--- config.mk ---
export PLATFORM = sky130hd
export DESIGN_NAME = framed_word_receiver_crc_check_top
export DESIGN_NICKNAME = d
export VERILOG_FILES = /design/src/rtl/core/fwr_pkg.sv /design/src/rtl/core/framed_word_receiver_crc_check_top.sv /design/src/rtl/core/fwr_apb_regs.sv /design/src/rtl/core/fwr_core.sv
export VERILOG_INCLUDE_DIRS = /design/src /design/src/rtl/core
export SDC_FILE = /design/constraint.sdc
export NUM_CORES = 1
export LEC_CHECK = 0
export ABC_AREA = 1
export ABC_CLOCK_PERIOD_IN_PS = 3600
export BUFFER_PORTS_ARGS = -buffer_cell sky130_fd_sc_hd__buf_2
export CAP_MARGIN = 20
export CORE_MARGIN = 5
export CORE_UTILIZATION = 54
export CTS_CLUSTER_SIZE = 40
export DETAILED_ROUTE_END_ITERATION = 12
export PLACE_DENSITY = 0.81
export SETUP_SLACK_MARGIN = 0.2
export SLEW_MARGIN = 5
export SYNTH_ARGS = -nofsm -noshare
export SYNTH_HDL_FRONTEND = slang
export SYNTH_SLANG_ARGS = --single-unit
--- constraint.sdc ---
create_clock -name i_clk -period 3.6 [get_ports i_clk]
set_clock_uncertainty 0.1 [all_clocks]
set_input_delay 0.36 -clock i_clk [delete_from_list [all_inputs] [get_ports i_clk]]
set_output_delay 0.36 -clock i_clk [all_outputs]
set_load 0.01 [all_outputs]
--- src/rtl/core/assert_macros.svh ---
// ----------------------------------------------------------------------------
// assert_macros.svh
// shared concurrent assertion macros for the rtl
// ----------------------------------------------------------------------------
`ifndef ASSERT_MACROS_SVH
`define ASSERT_MACROS_SVH

// property must hold at every clock edge outside reset
`define AST_HOLDS(lbl, clk, rst_n, prop) \
    lbl: assert property (@(posedge clk) disable iff (!rst_n) (prop)) \
        else $error("assertion failed");

// expression must never be true outside reset
`define AST_NEVER(lbl, clk, rst_n, expr) \
    lbl: assert property (@(posedge clk) disable iff (!rst_n) !(expr)) \
        else $error("forbidden condition seen");

`endif

--- src/rtl/core/fwr_pkg.sv ---
// ----------------------------------------------------------------------------
// fwr_pkg
// types, constants and crc function for the framed word receiver
// ----------------------------------------------------------------------------
`default_nettype none

package fwr_pkg;

    localparam int unsigned APB_ADDR_W = 2;
    localparam int unsigned APB_DATA_W = 32;

    typedef enum logic [1:0] {
        REQ_FRAME   = 2'd0,
        REQ_START   = 2'd1,
        REQ_TIMEOUT = 2'd2,
        REQ_UNUSED  = 2'd3
    } t_req;

    localparam logic       KIND_DATA = 1'b0;
    localparam logic       KIND_RESP = 1'b1;

    localparam logic [3:0] WORDS_DATA = 4'd12;
    localparam logic [3:0] WORDS_RESP = 4'd4;

    localparam logic [3:0] HDR_DATA_LEAD = 4'hc;
    localparam logic [3:0] HDR_DATA_BODY = 4'h8;
    localparam logic [3:0] HDR_DATA_TAIL = 4'ha;
    localparam logic [3:0] HDR_RESP_LEAD = 4'hd;
    localparam logic [3:0] HDR_RESP_BODY = 4'h9;
    localparam logic [3:0] HDR_RESP_TAIL = 4'hb;

    localparam logic [5:0]  PAYLOAD_MASK = 6'h3f;
    localparam logic [15:0] CRC_INIT     = 16'hffff;

    localparam logic [15:0] CRC_TAPS [16] = '{
        16'h1911, 16'h3222, 16'h6444, 16'hc888,
        16'h9110, 16'h3b31, 16'h7662, 16'hecc4,
        16'hd988, 16'hb310, 16'h6620, 16'hcc40,
        16'h8191, 16'h0322, 16'h0644, 16'h0c88
    };

    typedef struct packed {
        logic [1:0] req_type;
        logic [7:0] byte_first;
        logic [7:0] byte_second;
        logic [7:0] byte_third;
    } t_in;

    typedef struct packed {
        logic [15:0] word;
        logic [3:0]  word_index;
        logic        word_valid;
        logic        frame_dropped;
        logic        message_complete;
        logic        crc_ok;
        logic        damaged;
    } t_out;

    // word-parallel crc-16 ccitt update
    function automatic logic [15:0] crc_next(input logic [15:0] crc, input logic [15:0] w);
        logic [15:0] x;
        logic [15:0] r;
        x = crc ^ w;
        for (int i = 0; i < 16; i++) begin
            r[i] = ^(x & CRC_TAPS[i]);
        end
        return r;
    endfunction

endpackage

`default_nettype wire

--- src/rtl/core/framed_word_receiver_crc_check_top.sv ---
// path: an accepted item sits in the input register, its result in the result register,
// so an output transfer follows its input transfer through both registers
// throughput: one item per cycle when not stalled, set by the single registered crc update
// a stalled result lets one more item into the input register, then the input stalls
// reset (synchronous, active low) clears word count, damage marks, kind and valids
// crc register returns to ffff on reset
// ----------------------------------------------------------------------------
// framed_word_receiver_crc_check_top
// three-byte frame deframer with crc-16 check, apb configured
// ----------------------------------------------------------------------------
`default_nettype none

module framed_word_receiver_crc_check_top (
    input  wire logic                            i_clk,
    input  wire logic                            i_rst_n,
    input  wire logic                            i_in_valid,
    output logic                                 o_in_stall,
    input  wire fwr_pkg::t_in                    i_in_data,
    output logic                                 o_out_valid,
    input  wire logic                            i_out_stall,
    output fwr_pkg::t_out                        o_out_data,
    input  wire logic                            psel,
    input  wire logic                            penable,
    input  wire logic                            pwrite,
    input  wire logic [fwr_pkg::APB_ADDR_W-1:0]  paddr,
    input  wire logic [fwr_pkg::APB_DATA_W-1:0]  pwdata,
    output logic      [fwr_pkg::APB_DATA_W-1:0]  prdata,
    output logic                                 pready
);
    import fwr_pkg::*;

    logic r_in_valid;
    t_in  r_in;
    logic n_in_valid;
    logic proc;
    logic in_take;
    logic message_kind;
    logic out_valid;

    assign proc       = r_in_valid && (!out_valid || !i_out_stall);
    assign o_in_stall = r_in_valid && !proc;
    assign in_take    = i_in_valid && !o_in_stall;

    always_comb begin
        n_in_valid = r_in_valid;
        if (in_take) begin
            n_in_valid = 1'b1;
        end else if (proc) begin
            n_in_valid = 1'b0;
        end
    end

    always_ff @(posedge i_clk) begin
        if (!i_rst_n) begin
            r_in_valid <= 1'b0;
        end else begin
            r_in_valid <= n_in_valid;
        end
    end

    always_ff @(posedge i_clk) begin
        if (in_take) begin
            r_in <= i_in_data;
        end
    end

    fwr_apb_regs u_regs (
        .i_clk          (i_clk),
        .i_rst_n        (i_rst_n),
        .psel           (psel),
        .penable        (penable),
        .pwrite         (pwrite),
        .paddr          (paddr),
        .pwdata         (pwdata),
        .prdata         (prdata),
        .pready         (pready),
        .o_message_kind (message_kind)
    );

    fwr_core u_core (
        .i_clk          (i_clk),
        .i_rst_n        (i_rst_n),
        .i_proc         (proc),
        .i_item         (r_in),
        .i_message_kind (message_kind),
        .i_out_stall    (i_out_stall),
        .o_out_valid    (out_valid),
        .o_out_data     (o_out_data)
    );

    assign o_out_valid = out_valid;

endmodule

`default_nettype wire

--- src/rtl/core/fwr_apb_regs.sv ---
// ----------------------------------------------------------------------------
// fwr_apb_regs
// apb register file holding the message kind
// ----------------------------------------------------------------------------
`default_nettype none

module fwr_apb_regs (
    input  wire logic                            i_clk,
    input  wire logic                            i_rst_n,
    input  wire logic                            psel,
    input  wire logic                            penable,
    input  wire logic                            pwrite,
    input  wire logic [fwr_pkg::APB_ADDR_W-1:0]  paddr,
    input  wire logic [fwr_pkg::APB_DATA_W-1:0]  pwdata,
    output logic      [fwr_pkg::APB_DATA_W-1:0]  prdata,
    output logic                                 pready,
    output logic                                 o_message_kind
);
    import fwr_pkg::*;

    logic r_kind;
    logic n_kind;
    logic wr_en;

    // single register, byte lanes within the word ignored
    assign wr_en = psel && penable && pwrite;

    always_comb begin
        n_kind = r_kind;
        if (wr_en) begin
            n_kind = pwdata[0];
        end
    end

    always_ff @(posedge i_clk) begin
        if (!i_rst_n) begin
            r_kind <= KIND_DATA;
        end else begin
            r_kind <= n_kind;
        end
    end

    always_comb begin
        prdata = '0;
        if (paddr == '0 || paddr != '0) begin
            prdata[0] = r_kind;
        end
    end

    assign pready         = 1'b1;
    assign o_message_kind = r_kind;

endmodule

`default_nettype wire

--- src/rtl/core/fwr_core.sv ---
// ----------------------------------------------------------------------------
// fwr_core
// header check, word packing, crc update and result register
// ----------------------------------------------------------------------------
`default_nettype none

`include "assert_macros.svh"

module fwr_core (
    input  wire logic          i_clk,
    input  wire logic          i_rst_n,
    input  wire logic          i_proc,
    input  wire fwr_pkg::t_in  i_item,
    input  wire logic          i_message_kind,
    input  wire logic          i_out_stall,
    output logic               o_out_valid,
    output fwr_pkg::t_out      o_out_data
);
    import fwr_pkg::*;

    logic [3:0]  r_words;
    logic        r_dmg;
    logic        r_prev_dmg;
    logic [15:0] r_crc;
    logic        r_out_valid;
    t_out        r_out;

    logic [3:0]  n_words;
    logic        n_dmg;
    logic        n_prev_dmg;
    logic [15:0] n_crc;
    logic        n_out_valid;
    t_out        n_out;

    logic [3:0]  total;
    logic [3:0]  hdr_lead;
    logic [3:0]  hdr_body;
    logic [3:0]  hdr_tail;
    logic [3:0]  hdr;
    logic [15:0] w;
    logic [3:0]  words_p1;
    logic [15:0] crc_last;
    logic        complete;

    always_comb begin
        total    = (i_message_kind == KIND_RESP) ? WORDS_RESP : WORDS_DATA;
        hdr_lead = (i_message_kind == KIND_RESP) ? HDR_RESP_LEAD : HDR_DATA_LEAD;
        hdr_body = (i_message_kind == KIND_RESP) ? HDR_RESP_BODY : HDR_DATA_BODY;
        hdr_tail = (i_message_kind == KIND_RESP) ? HDR_RESP_TAIL : HDR_DATA_TAIL;
        hdr      = i_item.byte_first[7:4];
        w        = {i_item.byte_third[5:0] & PAYLOAD_MASK,
                    i_item.byte_second[5:0] & PAYLOAD_MASK,
                    i_item.byte_first[3:0]};
        words_p1 = r_words + 4'd1;
        crc_last = r_crc ^ w;
    end

    always_comb begin
        n_words    = r_words;
        n_dmg      = r_dmg;
        n_prev_dmg = r_prev_dmg;
        n_crc      = r_crc;
        n_out      = '0;
        case (t_req'(i_item.req_type))
            REQ_FRAME: begin
                if (r_words == 4'd0 && hdr != hdr_lead && r_prev_dmg) begin
                    n_out.frame_dropped = 1'b1;
                end else begin
                    if (r_words == 4'd0) begin
                        if (hdr != hdr_lead) n_dmg = 1'b1;
                    end else if (words_p1 < total) begin
                        if (hdr != hdr_body) n_dmg = 1'b1;
                    end else if (words_p1 == total) begin
                        if (hdr != hdr_tail) n_dmg = 1'b1;
                    end
                    if (r_words < total) begin
                        n_out.word       = w;
                        n_out.word_index = r_words;
                        n_out.word_valid = 1'b1;
                        if (words_p1 < total) begin
                            n_crc = crc_next(r_crc, w);
                        end else begin
                            n_crc = crc_last;
                            if (crc_last != 16'd0) n_dmg = 1'b1;
                        end
                        n_words = words_p1;
                    end else begin
                        n_dmg = 1'b1;
                    end
                end
            end
            REQ_START: begin
                n_prev_dmg = r_dmg;
                n_dmg      = 1'b0;
                n_words    = 4'd0;
                n_crc      = CRC_INIT;
            end
            REQ_TIMEOUT: begin
                n_dmg = 1'b1;
            end
            default: begin
            end
        endcase
        complete               = (n_words == total);
        n_out.message_complete = complete;
        n_out.crc_ok           = complete && (n_crc == 16'd0);
        n_out.damaged          = n_dmg;
    end

    always_comb begin
        n_out_valid = r_out_valid;
        if (i_proc) begin
            n_out_valid = 1'b1;
        end else if (!i_out_stall) begin
            n_out_valid = 1'b0;
        end
    end

    always_ff @(posedge i_clk) begin
        if (!i_rst_n) begin
            r_words     <= 4'd0;
            r_dmg       <= 1'b0;
            r_prev_dmg  <= 1'b0;
            r_crc       <= CRC_INIT;
            r_out_valid <= 1'b0;
        end else begin
            r_out_valid <= n_out_valid;
            if (i_proc) begin
                r_words    <= n_words;
                r_dmg      <= n_dmg;
                r_prev_dmg <= n_prev_dmg;
                r_crc      <= n_crc;
            end
        end
    end

    always_ff @(posedge i_clk) begin
        if (i_proc) begin
            r_out <= n_out;
        end
    end

    assign o_out_valid = r_out_valid;
    assign o_out_data  = r_out;

    `AST_HOLDS(a_start_clears, i_clk, i_rst_n, (i_proc && i_item.req_type == REQ_START) |=> (r_words == 4'd0 && r_crc == CRC_INIT && !r_dmg))
    `AST_HOLDS(a_timeout_marks, i_clk, i_rst_n, (i_proc && i_item.req_type == REQ_TIMEOUT) |=> (r_dmg && r_out.damaged))
    `AST_HOLDS(a_result_follows, i_clk, i_rst_n, i_proc |=> r_out_valid)
    `AST_NEVER(a_count_bound, i_clk, i_rst_n, r_words > WORDS_DATA)

endmodule

`default_nettype wire
==> impl_results.md, run 1 <==
* DR vias/cell at 5.24
* Synth warn at 0
* Number of synthesized flops with an enable pin at 47
* Final-report max-slew violation count at 0
* GRT Util Overall at between 20 and 25%
* Power density over the cells at between 400 and 500 nW/µm²
* Clock sink count at 72
* Top Ports at ~130
* Critical path startpoint category: flip-flop
* Post-Syn Area at between 4000 and 5000 µm²
* Slew @ Worst Pin at 0.974 ns
* CP Max Fanout at 33
* CTS tree: done
* Unrepaired setup endpoints after global routing: false
* Final GP Congestion at about 0.91
* Nets@finish at ~830
* DRC viols at 0
* Pleak at around 2.8 nW
* Initial Util at a little under three fifths
* Die area at about 11000 µm²
* Post-synth top area cell: edfxtp_1
* Dpl ws at ~0.9 ns
* Die Ht at between 100 and 150 µm
* PostCTS Resize Cnt at 0
* Sequential cell area fraction in the yosys report at about two fifths
* Area grow syn2layout at 8.59%
* Worst hold-check path type: input pin to flip-flop
* WP data arrival at a little under 3 ns
* CTS Hold Bufs at 0
* Syn avg cell area at 6.90 µm²
* Total CTS buffers at 9
* Yosys top cell area share at just under 30%
* Crit share post-route at a little under 80%
* Syn Inst Count at between 600 and 700
* Most common cell in the netlist: nand2_1
* Worst VDD drop at between 200 and 250 µV
* F_max at ~0.36 GHz
* First-pass GRT wire length at ~20000 µm
* Flop pwr share at approximately 44%
* Clock latency on the worst-skew pair at 0.35 ns
* Routed Antenna Nets at 0
* Status: finished clean
* Hold Path Depth at 1
* Via count at between 4000 and 5000
* Final HPWL DP at 8820 µm
* Initial DRC count at between 200 and 300
* Hold_ws at 0.0747 ns
* Final Hold Viols at 0
* Endpoints failing setup at 0
* Setup tns final at 0 ns
* CP Data Required Time at between 3 and 4 ns
* Psw at 0.000766 W
* CP Capture Type: flip-flop
* Netlist cell types at 36
* Rows at 34
* Final setup margin at just over 0.8 ns
* Routed wire length at between 10000 and 15000 µm
* TritonRoute pass-1 iters at 7
* Int Pwr at ~0.0014 W
* Die width at 104 µm
* Area contributors post-synth: edfxtp_1 (29%), nand2_1 (23%), dfxtp_1 (10%), inv_1 (5.5%), a21oi_1 (5.2%)
* Post-synth ARST share at 0%
* Most used DFF post-synth: edfxtp_1
* Logic gate share of total power at ~27%
* Port bufs at between 50 and 60
* Largest net degree at the start of global routing at 42
* Share of cells above drive strength 1 at between 10% and 20%
* Clock power share at about 29%
* H-tree Lvls at 3
* Routed length per instance at approximately 14 µm
* Worst slew margin at 35.0%
* Reg2reg path depth at 16
* Fillers at 822
* Buffer depth of the longest clock path at 2
* Seq cells post-synth at 72
* Fin crit period at approximately 2.8 ns
* Root buf cell: clkbuf_8
* Number of global-route vias before repair at 4239
* Synth top cells by count: nand2_1 (290), inv_1 (71), a21oi_1 (50)
* Max-Cap Viols at 0
* Core Region at 8680 µm²
* # diodes at 0
* Sw frac at 34.8%
* Antenna violations before repair at 0
* Remaining Overflow, GRT at 0
* WS Path Type: flip-flop to flip-flop
* Clock transition at path regs at roughly 0.080 ns
* Postcts setup bufs at 0
[state kept, by name, indices dropped and copies added, names as in the netlist]
name,cells
r_in,22
r_in_valid,1
u_core.o_out_data,25
u_core.o_out_valid,1
u_core.r_crc,16
u_core.r_dmg,1
u_core.r_prev_dmg,1
u_core.r_words,4
u_regs.o_message_kind,1
[critical path, stage by stage, from the launching register on]
cell and delay [ns]:
dfxtp_1 0.35, inv_1 0.16, ha_1 0.21, nand2_2 0.07, nor2_1 0.16, nand3_2 0.17
nand2_4 0.34, inv_1 0.27, nand3_1 0.15, nand2_1 0.05, nand2_1 0.12, nand2_1 0.07
inv_1 0.05, nand2_1 0.04, nor2_1 0.14, nand2_1 0.09, nor2_2 0.08
[cells by family after synthesis]
family / synth area share (%)
xor+xnor: 1.07
other cells: 0.156
compound gates: 8.70
fa+ha+maj: 2.86
buf+inv: 13.3
flops: 39.8
simple gates: 34.1
[stage by stage]
step / cell area, µm² / instances / power, W / utilization [%]
6_report: 5220 / 860 / 0.00220 / 60.1
5_1_grt: 5220 / 860 / 0.00233 / 60.1
4_1_cts: 5190 / 859 / 0.00219 / 59.8
3_5_place_dp: 5000 / 843 / 0.00157 / 57.7
3_3_place_gp: 5000 / 843 / 0.00155 / 57.7
2_1_floorplan: 4920 / 726 / 0.00145 / -
[layer usage]
layer	global-route usage (%)	vias up	wire, µm
li1	-	2250	-
met4	9.99	0	327
met2	36.5	203	5730
met5	0	-	0
met1	28.5	2020	5220
met3	5.09	31	1030
[final timing paths]
check | slack (ns) | to | startpoint
setup / recovery | 0.81 | u_core.o_out_data[1] | u_core.r_words[1]
hold / removal | 0.07 | r_in[1] | i_in_data[1]
setup reg to reg | 0.81 | u_core.o_out_data[1] | u_core.r_words[1]
hold reg to reg | 0.41 | u_core.o_out_valid | r_in_valid
[cell usage in the layout, fill, tap and decap left out, drive strengths merged, types with 3 or more instances in the layout]
master	instances
nand3	49
nand3b	3
edfxtp	47
clkbuf	9
or2	3
buf	60
o21ai	26
xor2	3
inv	74
clkinv	7
conb	32
a21oi	50
dfxtp	25
nor2	45
nand2	295
ha	11
[layout make-up]
type	count	area, µm²	area share [%]
Multi-Input combinational cell	528	2370	45.4
Sequential cell	72	1910	36.6
Timing Repair Buffer	60	328	6.28
Inverter	76	288	5.51
Tap cell	108	135	2.59
Clock buffer	9	124	2.37
Clock inverter	7	62.6	1.20
[power groups by stage]
| stage | clock [W] | combinational (W) | sequential (W) |
|---|---|---|---|
| 2_1_floorplan | 0 | 0.000463 | 0.000985 |
| 3_5_place_dp | 0 | 0.000584 | 0.000986 |
| 5_1_grt | 0.000677 | 0.000682 | 0.000974 |
| 6_report | 0.000631 | 0.000601 | 0.000968 |
| 3_3_place_gp | 0 | 0.000567 | 0.000982 |
| 4_1_cts | 0.000637 | 0.000588 | 0.000967 |
Power figures use the tool's default switching activity.
==> inputs of run 2 (changes only) <==
--- a/config.mk
+++ b/config.mk
@@ -7,14 +7,14 @@
 export NUM_CORES = 1
 export LEC_CHECK = 0
 export ABC_AREA = 1
-export ABC_CLOCK_PERIOD_IN_PS = 3600
+export ABC_CLOCK_PERIOD_IN_PS = 2300
 export BUFFER_PORTS_ARGS = -buffer_cell sky130_fd_sc_hd__buf_2
 export CAP_MARGIN = 20
 export CORE_MARGIN = 5
-export CORE_UTILIZATION = 54
+export CORE_UTILIZATION = 49
 export CTS_CLUSTER_SIZE = 40
 export DETAILED_ROUTE_END_ITERATION = 12
-export PLACE_DENSITY = 0.81
+export PLACE_DENSITY = 0.78
 export SETUP_SLACK_MARGIN = 0.2
 export SLEW_MARGIN = 5
 export SYNTH_ARGS = -nofsm -noshare
==> constraint.sdc (replaced) <==
create_clock -name i_clk -period 2.3 [get_ports i_clk]
set_clock_uncertainty 0.1 [all_clocks]
set_input_delay 0.23 -clock i_clk [delete_from_list [all_inputs] [get_ports i_clk]]
set_output_delay 0.23 -clock i_clk [all_outputs]
set_load 0.01 [all_outputs]
==> run 2 against run 1 <==
Against the previous run: the run now ends with negative setup slack left; global-route usage rose by 0.42 points; worst hold slack worse by 0.051 ns; register-to-register slack got worse by 0.85 ns; clock power grew 45%; critical path type unchanged; largest power group unchanged.
==> impl_results.md, run 2 (same netlist as run 1, synthesis figures left out) <==
* Status: finished, violations left (was finished clean)
* Failing checks: negative setup slack
* Fin crit period at 2.35 ns (was 2.79 ns)
* Number of global-route vias before repair at 4518 (was 4239)
* CP Max Fanout at 6 (was 33)
* Share of cells above drive strength 1 at 32.8% (was 12.4%)
* Area grow syn2layout at 36.8% (was 8.59%)
* Remaining Overflow, GRT at 0 (unchanged)
* CP max-delay cell: dfxtp_1 (unchanged)
* Worst hold-check path type: input pin to flip-flop (unchanged)
* Rows at 36 (was 34)
* Endpoints failing setup at 1 (was 0)
* DRC viols at 0 (unchanged)
* # diodes at 0 (unchanged)
* Final Core Density at 67.9% (was 60.1%)
* Total CTS buffers at 9 (unchanged)
* Largest net degree at the start of global routing at 42 (unchanged)
* Final HPWL DP at 9270 µm (was 8820 µm)
* Clock latency on the worst-skew pair at 0.37 ns (was 0.35 ns)
* Routed Antenna Nets at 0 (unchanged)
* Number of flip-flops in the largest register at 25 (unchanged)
* CP Data Required Time at 2.44 ns (was 3.72 ns)
* Unrepaired setup endpoints after global routing: true (was false)
* Largest stage delay on the critical path at 0.38 ns (was 0.35 ns)
* Power Total at 0.00380 W (was 0.00220 W)
* Clock transition at path regs at 0.08 ns (about the same)
* Final Hold Viols at 0 (unchanged)
* Max-Cap Viols at 0 (unchanged)
* Core Region at 9680 µm² (was 8680 µm²)
* Fillers at 759 (was 822)
* Initial DRC count at 495 (was 264)
* Critical path startpoint category: flip-flop (unchanged)
* Routed wire length at 14300 µm (was 12300 µm)
* GRT Util Overall at 22.9% (was 22.5%)
* H-tree Lvls at 3 (unchanged)
* Port bufs at 57 (unchanged)
* Buffer depth of the longest clock path at 2 (unchanged)
* First-pass GRT wire length at 21100 µm (was 20000 µm)
* WS Path Type: flip-flop to flip-flop (unchanged)
* Final setup margin at -0.0478 ns (was 0.806 ns)
* Initial Util at 49.6% (was 55.4%)
* Final GP Congestion at 0.939 (was 0.915)
* F_max at 0.426 GHz (was 0.358 GHz)
* Multi-input combinational cell area at 2720 µm² (was 2370 µm²)
* Worst VDD drop at 381 µV (was 233 µV)
* WP data arrival at 2.48 ns (was 2.92 ns)
* Most Frequent Cell on Critical Path: nand2_1 (unchanged)
* Final-report max-slew violation count at 0 (unchanged)
* FF/Latch Area at 1930 µm² (was 1910 µm²)
* Commonest non-fill, non-tap cells in the layout: nand2_1 (242), buf_4 (74), buf_2 (57) (was nand2_1 (290), inv_1 (71), buf_2 (57))
* Die Ht at 109 µm (was 104 µm)
* Top Ports at 127 (unchanged)
* CP Capture Type: flip-flop (unchanged)
* Commonest non-fill, non-tap cell in the layout: nand2_1 (unchanged)
* Die area at 11900 µm² (was 10900 µm²)
* TritonRoute pass-1 iters at 6 (was 7)
* Nets@finish at 931 (was 825)
* DR vias/cell at 5.16 (was 5.24)
* Crit share post-route at 102% (was 77.6%)
* CTS tree: done (unchanged)
* Pleak at 3.34 nW (was 2.80 nW)
* Clock sink count at 72 (unchanged)
* Antenna violations before repair at 0 (unchanged)
* Power density over the cells at 578 nW/µm² (was 422 nW/µm²)
* Via count at 5109 (was 4504)
* Root buf cell: clkbuf_8 (unchanged)
* Routed length per instance at 14.4 µm (was 14.3 µm)
* Die width at 109 µm (was 104 µm)
* CP Cell Sequence: inv_2 > xor2_2 > ha_4 > nand3_4 > nand2_8 > buf_8 > nand2_1 > nand2_1 > nand2_1 > nand3_1 > nand2_2 > nand2_2 > inv_2 > nand2_2 > nor2_2 > nand2_1 > nor2_2 (was inv_1 > ha_1 > nand2_2 > nor2_1 > nand3_2 > nand2_4 > inv_1 > nand3_1 > nand2_1 > nand2_1 > nand2_1 > inv_1 > nand2_1 > nor2_1 > nand2_1 > nor2_2)
==> run 2: power by group <==
part / internal [W] / leakage (nW) / switching, W / total [W]
sequential: 0.00146 / 0.667 / 0.0000568 / 0.00152
combinational: 0.000567 / 2.59 / 0.000802 / 0.00137
clock: 0.000419 / 0.0853 / 0.000497 / 0.000916
==> run 2: metrics by stage <==
step / cells / hold WS [ns] / worst slack (ns) / TNS (ns) / cell area (µm²)
detailed placement: 923 / 0.308 / -0.0846 / -0.0846 / 5510
global route: 991 / 0.0552 / -0.172 / -0.199 / 6580
global placement: 923 / 0.306 / -0.00956 / -0.00956 / 5510
finish: 991 / 0.0240 / -0.0478 / -0.0478 / 6580
CTS: 973 / 0.0123 / 0.00592 / 0 / 6120
floorplan: 726 / 0.229 / 0.201 / 0 / 4950
==> run 2: critical path, delay by kind of cell, from the launching register on <==
family | cells | cell delay (ns)
flip-flops | 1 | 0.38
buffers and inverters | 3 | 0.29
XOR/XNOR | 1 | 0.24
adder cells (fa/ha/maj) | 1 | 0.24
AND/OR/NAND/NOR | 12 | 0.96
==> run 2: per-layer routing <==
metal  vias up  track usage, %  wire length, µm
met4         0            10.0              442
met2       272            39.1             6940
met5         -               0                0
met1      2328            28.8             5730
li1       2466               -                -
met3        43            3.32             1150
==> run 2: final timing paths <==
check	start	endpoint	slack, ns	depth (start not counted)
min reg2reg	r_in_valid	u_core.o_out_valid	0.41	2
max reg2reg	u_core.r_words[3]	u_core.o_out_data[1]	-0.05	17
max	u_core.r_words[3]	u_core.o_out_data[1]	-0.05	17
min	i_rst_n	u_regs.o_message_kind	0.02	3
==> run 2: cell type report <==
class	count	share of cell area, %
clock inverters	5	0.514
flip-flops and latches	72	29.3
multi-input cells	528	41.4
inverters	76	4.78
repair inverters	2	0.266
well taps	133	2.53
clock buffers	11	2.15
repair buffers	164	19.1
==> run 2: what timing repair did <==
item	in CTS	in global routing
pin swaps	9	54
gates cloned	2	2
setup buffers	10	16
resized for setup	22	106
hold endpoints to repair	22	0
hold buffers	22	0
setup endpoints to repair	4	41
==> inputs of run 3 (changes only) <==
==> constraint.sdc (replaced) <==
create_clock -name i_clk -period 2.3 [get_ports i_clk]
set_clock_uncertainty 0.1 [all_clocks]
set_input_delay 0.115 -clock i_clk [delete_from_list [all_inputs] [get_ports i_clk]]
set_output_delay 0.115 -clock i_clk [all_outputs]
set_load 0.01 [all_outputs]
==> run 3 against run 2 <==
Against the previous run: total power decreased by 2.3%; first-iteration DRC count shrank 5.1%; the run still ends with negative setup slack left; clock power fell by 0.8%; flip-flop and latch count unchanged.
==> impl_results.md, run 3 (same netlist as run 1, synthesis figures left out) <==
* Status: finished, violations left (unchanged)
* Routed length per instance at 14.5 µm (was 14.4 µm)
* WS Path Type: flip-flop to flip-flop (unchanged)
* CP Cell Sequence: nand2_2 > nand2_4 > ha_4 > inv_2 > nand2_1 > nand2_2 > inv_2 > nand2_2 > nand2_1 > nand2_1 > nand3_2 > nand2_1 > nand2_1 > nand2_2 > nand2_1 > clkinv_1 > nand2_1 > nor2_1 > nand2_1 > nor2_2 (was inv_2 > xor2_2 > ha_4 > nand3_4 > nand2_8 > buf_8 > nand2_1 > nand2_1 > nand2_1 > nand3_1 > nand2_2 > nand2_2 > inv_2 > nand2_2 > nor2_2 > nand2_1 > nor2_2)
* First-pass GRT wire length at 21100 µm (about the same)
* Number of flip-flops in the largest register at 25 (unchanged)
* Slew @ Worst Pin at 0.954 ns
* Worst Setup SP: r_in[2] (was u_core.r_words[3])
* Critical path startpoint category: flip-flop (unchanged)
* Endpoints failing setup at 1 (unchanged)
* Top Ports at 127 (unchanged)
* Clock latency on the worst-skew pair at 0.35 ns (was 0.37 ns)
* Most Frequent Cell on Critical Path: nand2_1 (unchanged)
* Logic gate share of total power at 34.7% (was 36.0%)
* Core Region at 9680 µm² (unchanged)
* Number of global-route vias before repair at 4552 (was 4518)
* Initial DRC count at 470 (was 495)
* Pleak at 3.30 nW (was 3.34 nW)
* CP Data Required Time at 2.32 ns (was 2.44 ns)
* CP max-delay cell: edfxtp_1 (was dfxtp_1)
* Non-Filler Instances at 981 (was 991)
* Via count at 5016 (was 5109)
* Remaining Overflow, GRT at 0 (unchanged)
* Commonest non-fill, non-tap cells in the layout: nand2_1 (257), buf_4 (65), inv_1 (59) (was nand2_1 (242), buf_4 (74), buf_2 (57))
* Clock sink count at 72 (unchanged)
* Nets@finish at 922 (was 931)
* Die Ht at 109 µm (unchanged)
* Initial Util at 49.6% (unchanged)
* Fin crit period at 2.34 ns (was 2.35 ns)
* Failing checks: negative setup slack (unchanged)
* H-tree Lvls at 3 (unchanged)
* Largest stage delay on the critical path at 0.45 ns (was 0.38 ns)
* Commonest non-fill, non-tap cell in the layout: nand2_1 (unchanged)
* Buffer depth of the longest clock path at 2 (unchanged)
* Psw at 0.00132 W (was 0.00136 W)
* Share of cells above drive strength 1 at 28.7% (was 32.8%)
* Unrepaired setup endpoints after global routing: true (unchanged)
* Final-report max-slew violation count at 0 (unchanged)
* Largest net degree at the start of global routing at 42 (unchanged)
* DR vias/cell at 5.11 (was 5.16)
* Dpl ws at -0.0251 ns (was -0.0846 ns)
* CTS tree: done (unchanged)
* Total CTS buffers at 9 (unchanged)
* Die width at 109 µm (unchanged)
* Routed Antenna Nets at 0 (unchanged)
* Worst VDD drop at 366 µV (was 381 µV)
* Port bufs at 57 (unchanged)
* Rows at 36 (unchanged)
* Root buf cell: clkbuf_8 (unchanged)
* DRC viols at 0 (unchanged)
* CP Capture Type: flip-flop (unchanged)
* Clock transition at path regs at 0.08 ns (about the same)
* TritonRoute pass-1 iters at 5 (was 6)
* Start point of the worst hold path: i_in_data[17] (was i_rst_n)
* Crit share post-route at 102% (about the same)
* RR Startpoint: r_in[2] (was u_core.r_words[3])
* Worst hold-check path type: input pin to flip-flop (unchanged)
* Flop pwr share at 40.8% (was 39.9%)
* Routed wire length at 14200 µm (was 14300 µm)
* Placed Cells at 921 (was 923)
* Clock power share at 24.5% (was 24.1%)
* F_max at 0.428 GHz (was 0.426 GHz)
* Final Hold Viols at 0 (unchanged)
* # diodes at 0 (unchanged)
* Sw frac at 35.6% (was 35.7%)
* Final HPWL DP at 9370 µm (was 9270 µm)
* GRT Util Overall at 22.8% (was 22.9%)
* Die area at 11900 µm² (unchanged)
* Antenna violations before repair at 0 (unchanged)
* Power density over the cells at 577 nW/µm² (was 578 nW/µm²)
* Worst slew margin at 36.3%
* WP data arrival at 2.36 ns (was 2.48 ns)
* Area grow syn2layout at 33.9% (was 36.8%)
* Final GP Congestion at 0.940 (was 0.939)
* Int Pwr at 0.00239 W (was 0.00244 W)
* CP Max Fanout at 3 (was 6)
* Max-Cap Viols at 0 (unchanged)
* Final setup margin at -0.0378 ns (was -0.0478 ns)
-- run 3: changes by cell type in the layout (fill, tap and decap cells not counted), moves of 4 or more --
cell	delta
nand2_1	+15
nand2_2	-14
buf_4	-9
dlygate4sd3_1	+5
inv_1	+5
o21ai_1	-5
a21oi_2	-4
inv_4	-4
o21ai_0	+4
-- run 3: final cells by class --
type,instances,area (µm²)
tap,133,166
sequential,72,1930
clock buffer,10,138
multi-input combinational,528,2680
inverter,76,309
clock inverter,5,33.8
timing repair buffer,156,1180
fill,806,3250
timing repair inverter,1,8.76
-- run 3: final timing paths --
check	depth (start not counted)	slack, ns	endpoint
max	20	-0.04	u_core.o_out_data[1]
min	2	0.36	r_in[17]
max reg2reg	20	-0.04	u_core.o_out_data[1]
min reg2reg	2	0.42	u_core.r_crc[15]
-- run 3: power by group through the flow --
stage	sequential, W	combinational (W)	clock (W)
floorplan	0.00154	0.000737	0
global placement	0.00153	0.00102	0
detailed placement	0.00154	0.00105	0
CTS	0.00151	0.00113	0.000919
global route	0.00152	0.00142	0.000983
finish	0.00151	0.00129	0.000909
-- run 3: what timing repair did --
action	4_1_cts	5_1_grt
resized for setup	23	75
hold buffers	27	0
endpoints found under the hold margin	25	0
buffers inserted	4	11
setup endpoints to repair	4	20
pin swaps	13	33
cloned	2	1
-- run 3: worst max-delay path, delay by kind of cell, from the launching register on --
family        cells  cell delay [ns]
fa+ha+maj         1             0.28
buf+inv           3             0.17
flops             1             0.45
simple gates     16             1.10
-- run 3: metrics by stage --
| step | total power (W) | setup TNS (ns) | hold WS [ns] | cell area (µm²) | util [%] |
|---|---|---|---|---|---|
| floorplan | 0.00228 | 0 | 0.114 | 4950 | - |
| detailed placement | 0.00258 | -0.0251 | 0.193 | 5490 | 56.7 |
| global placement | 0.00255 | 0 | 0.191 | 5490 | 56.7 |
| global route | 0.00392 | -0.142 | 0.351 | 6440 | 66.5 |
| finish | 0.00371 | -0.0378 | 0.359 | 6440 | 66.5 |
| CTS | 0.00356 | 0 | 0.345 | 6090 | 62.9 |
-- run 3: layer usage --
metal,wire [µm],GRT usage (%),vias to the layer above
li1,-,-,2443
met1,5640,28.1,2315
met2,7070,39.8,219
met3,1070,3.91,39
met4,402,8.57,0
met5,0,0,-
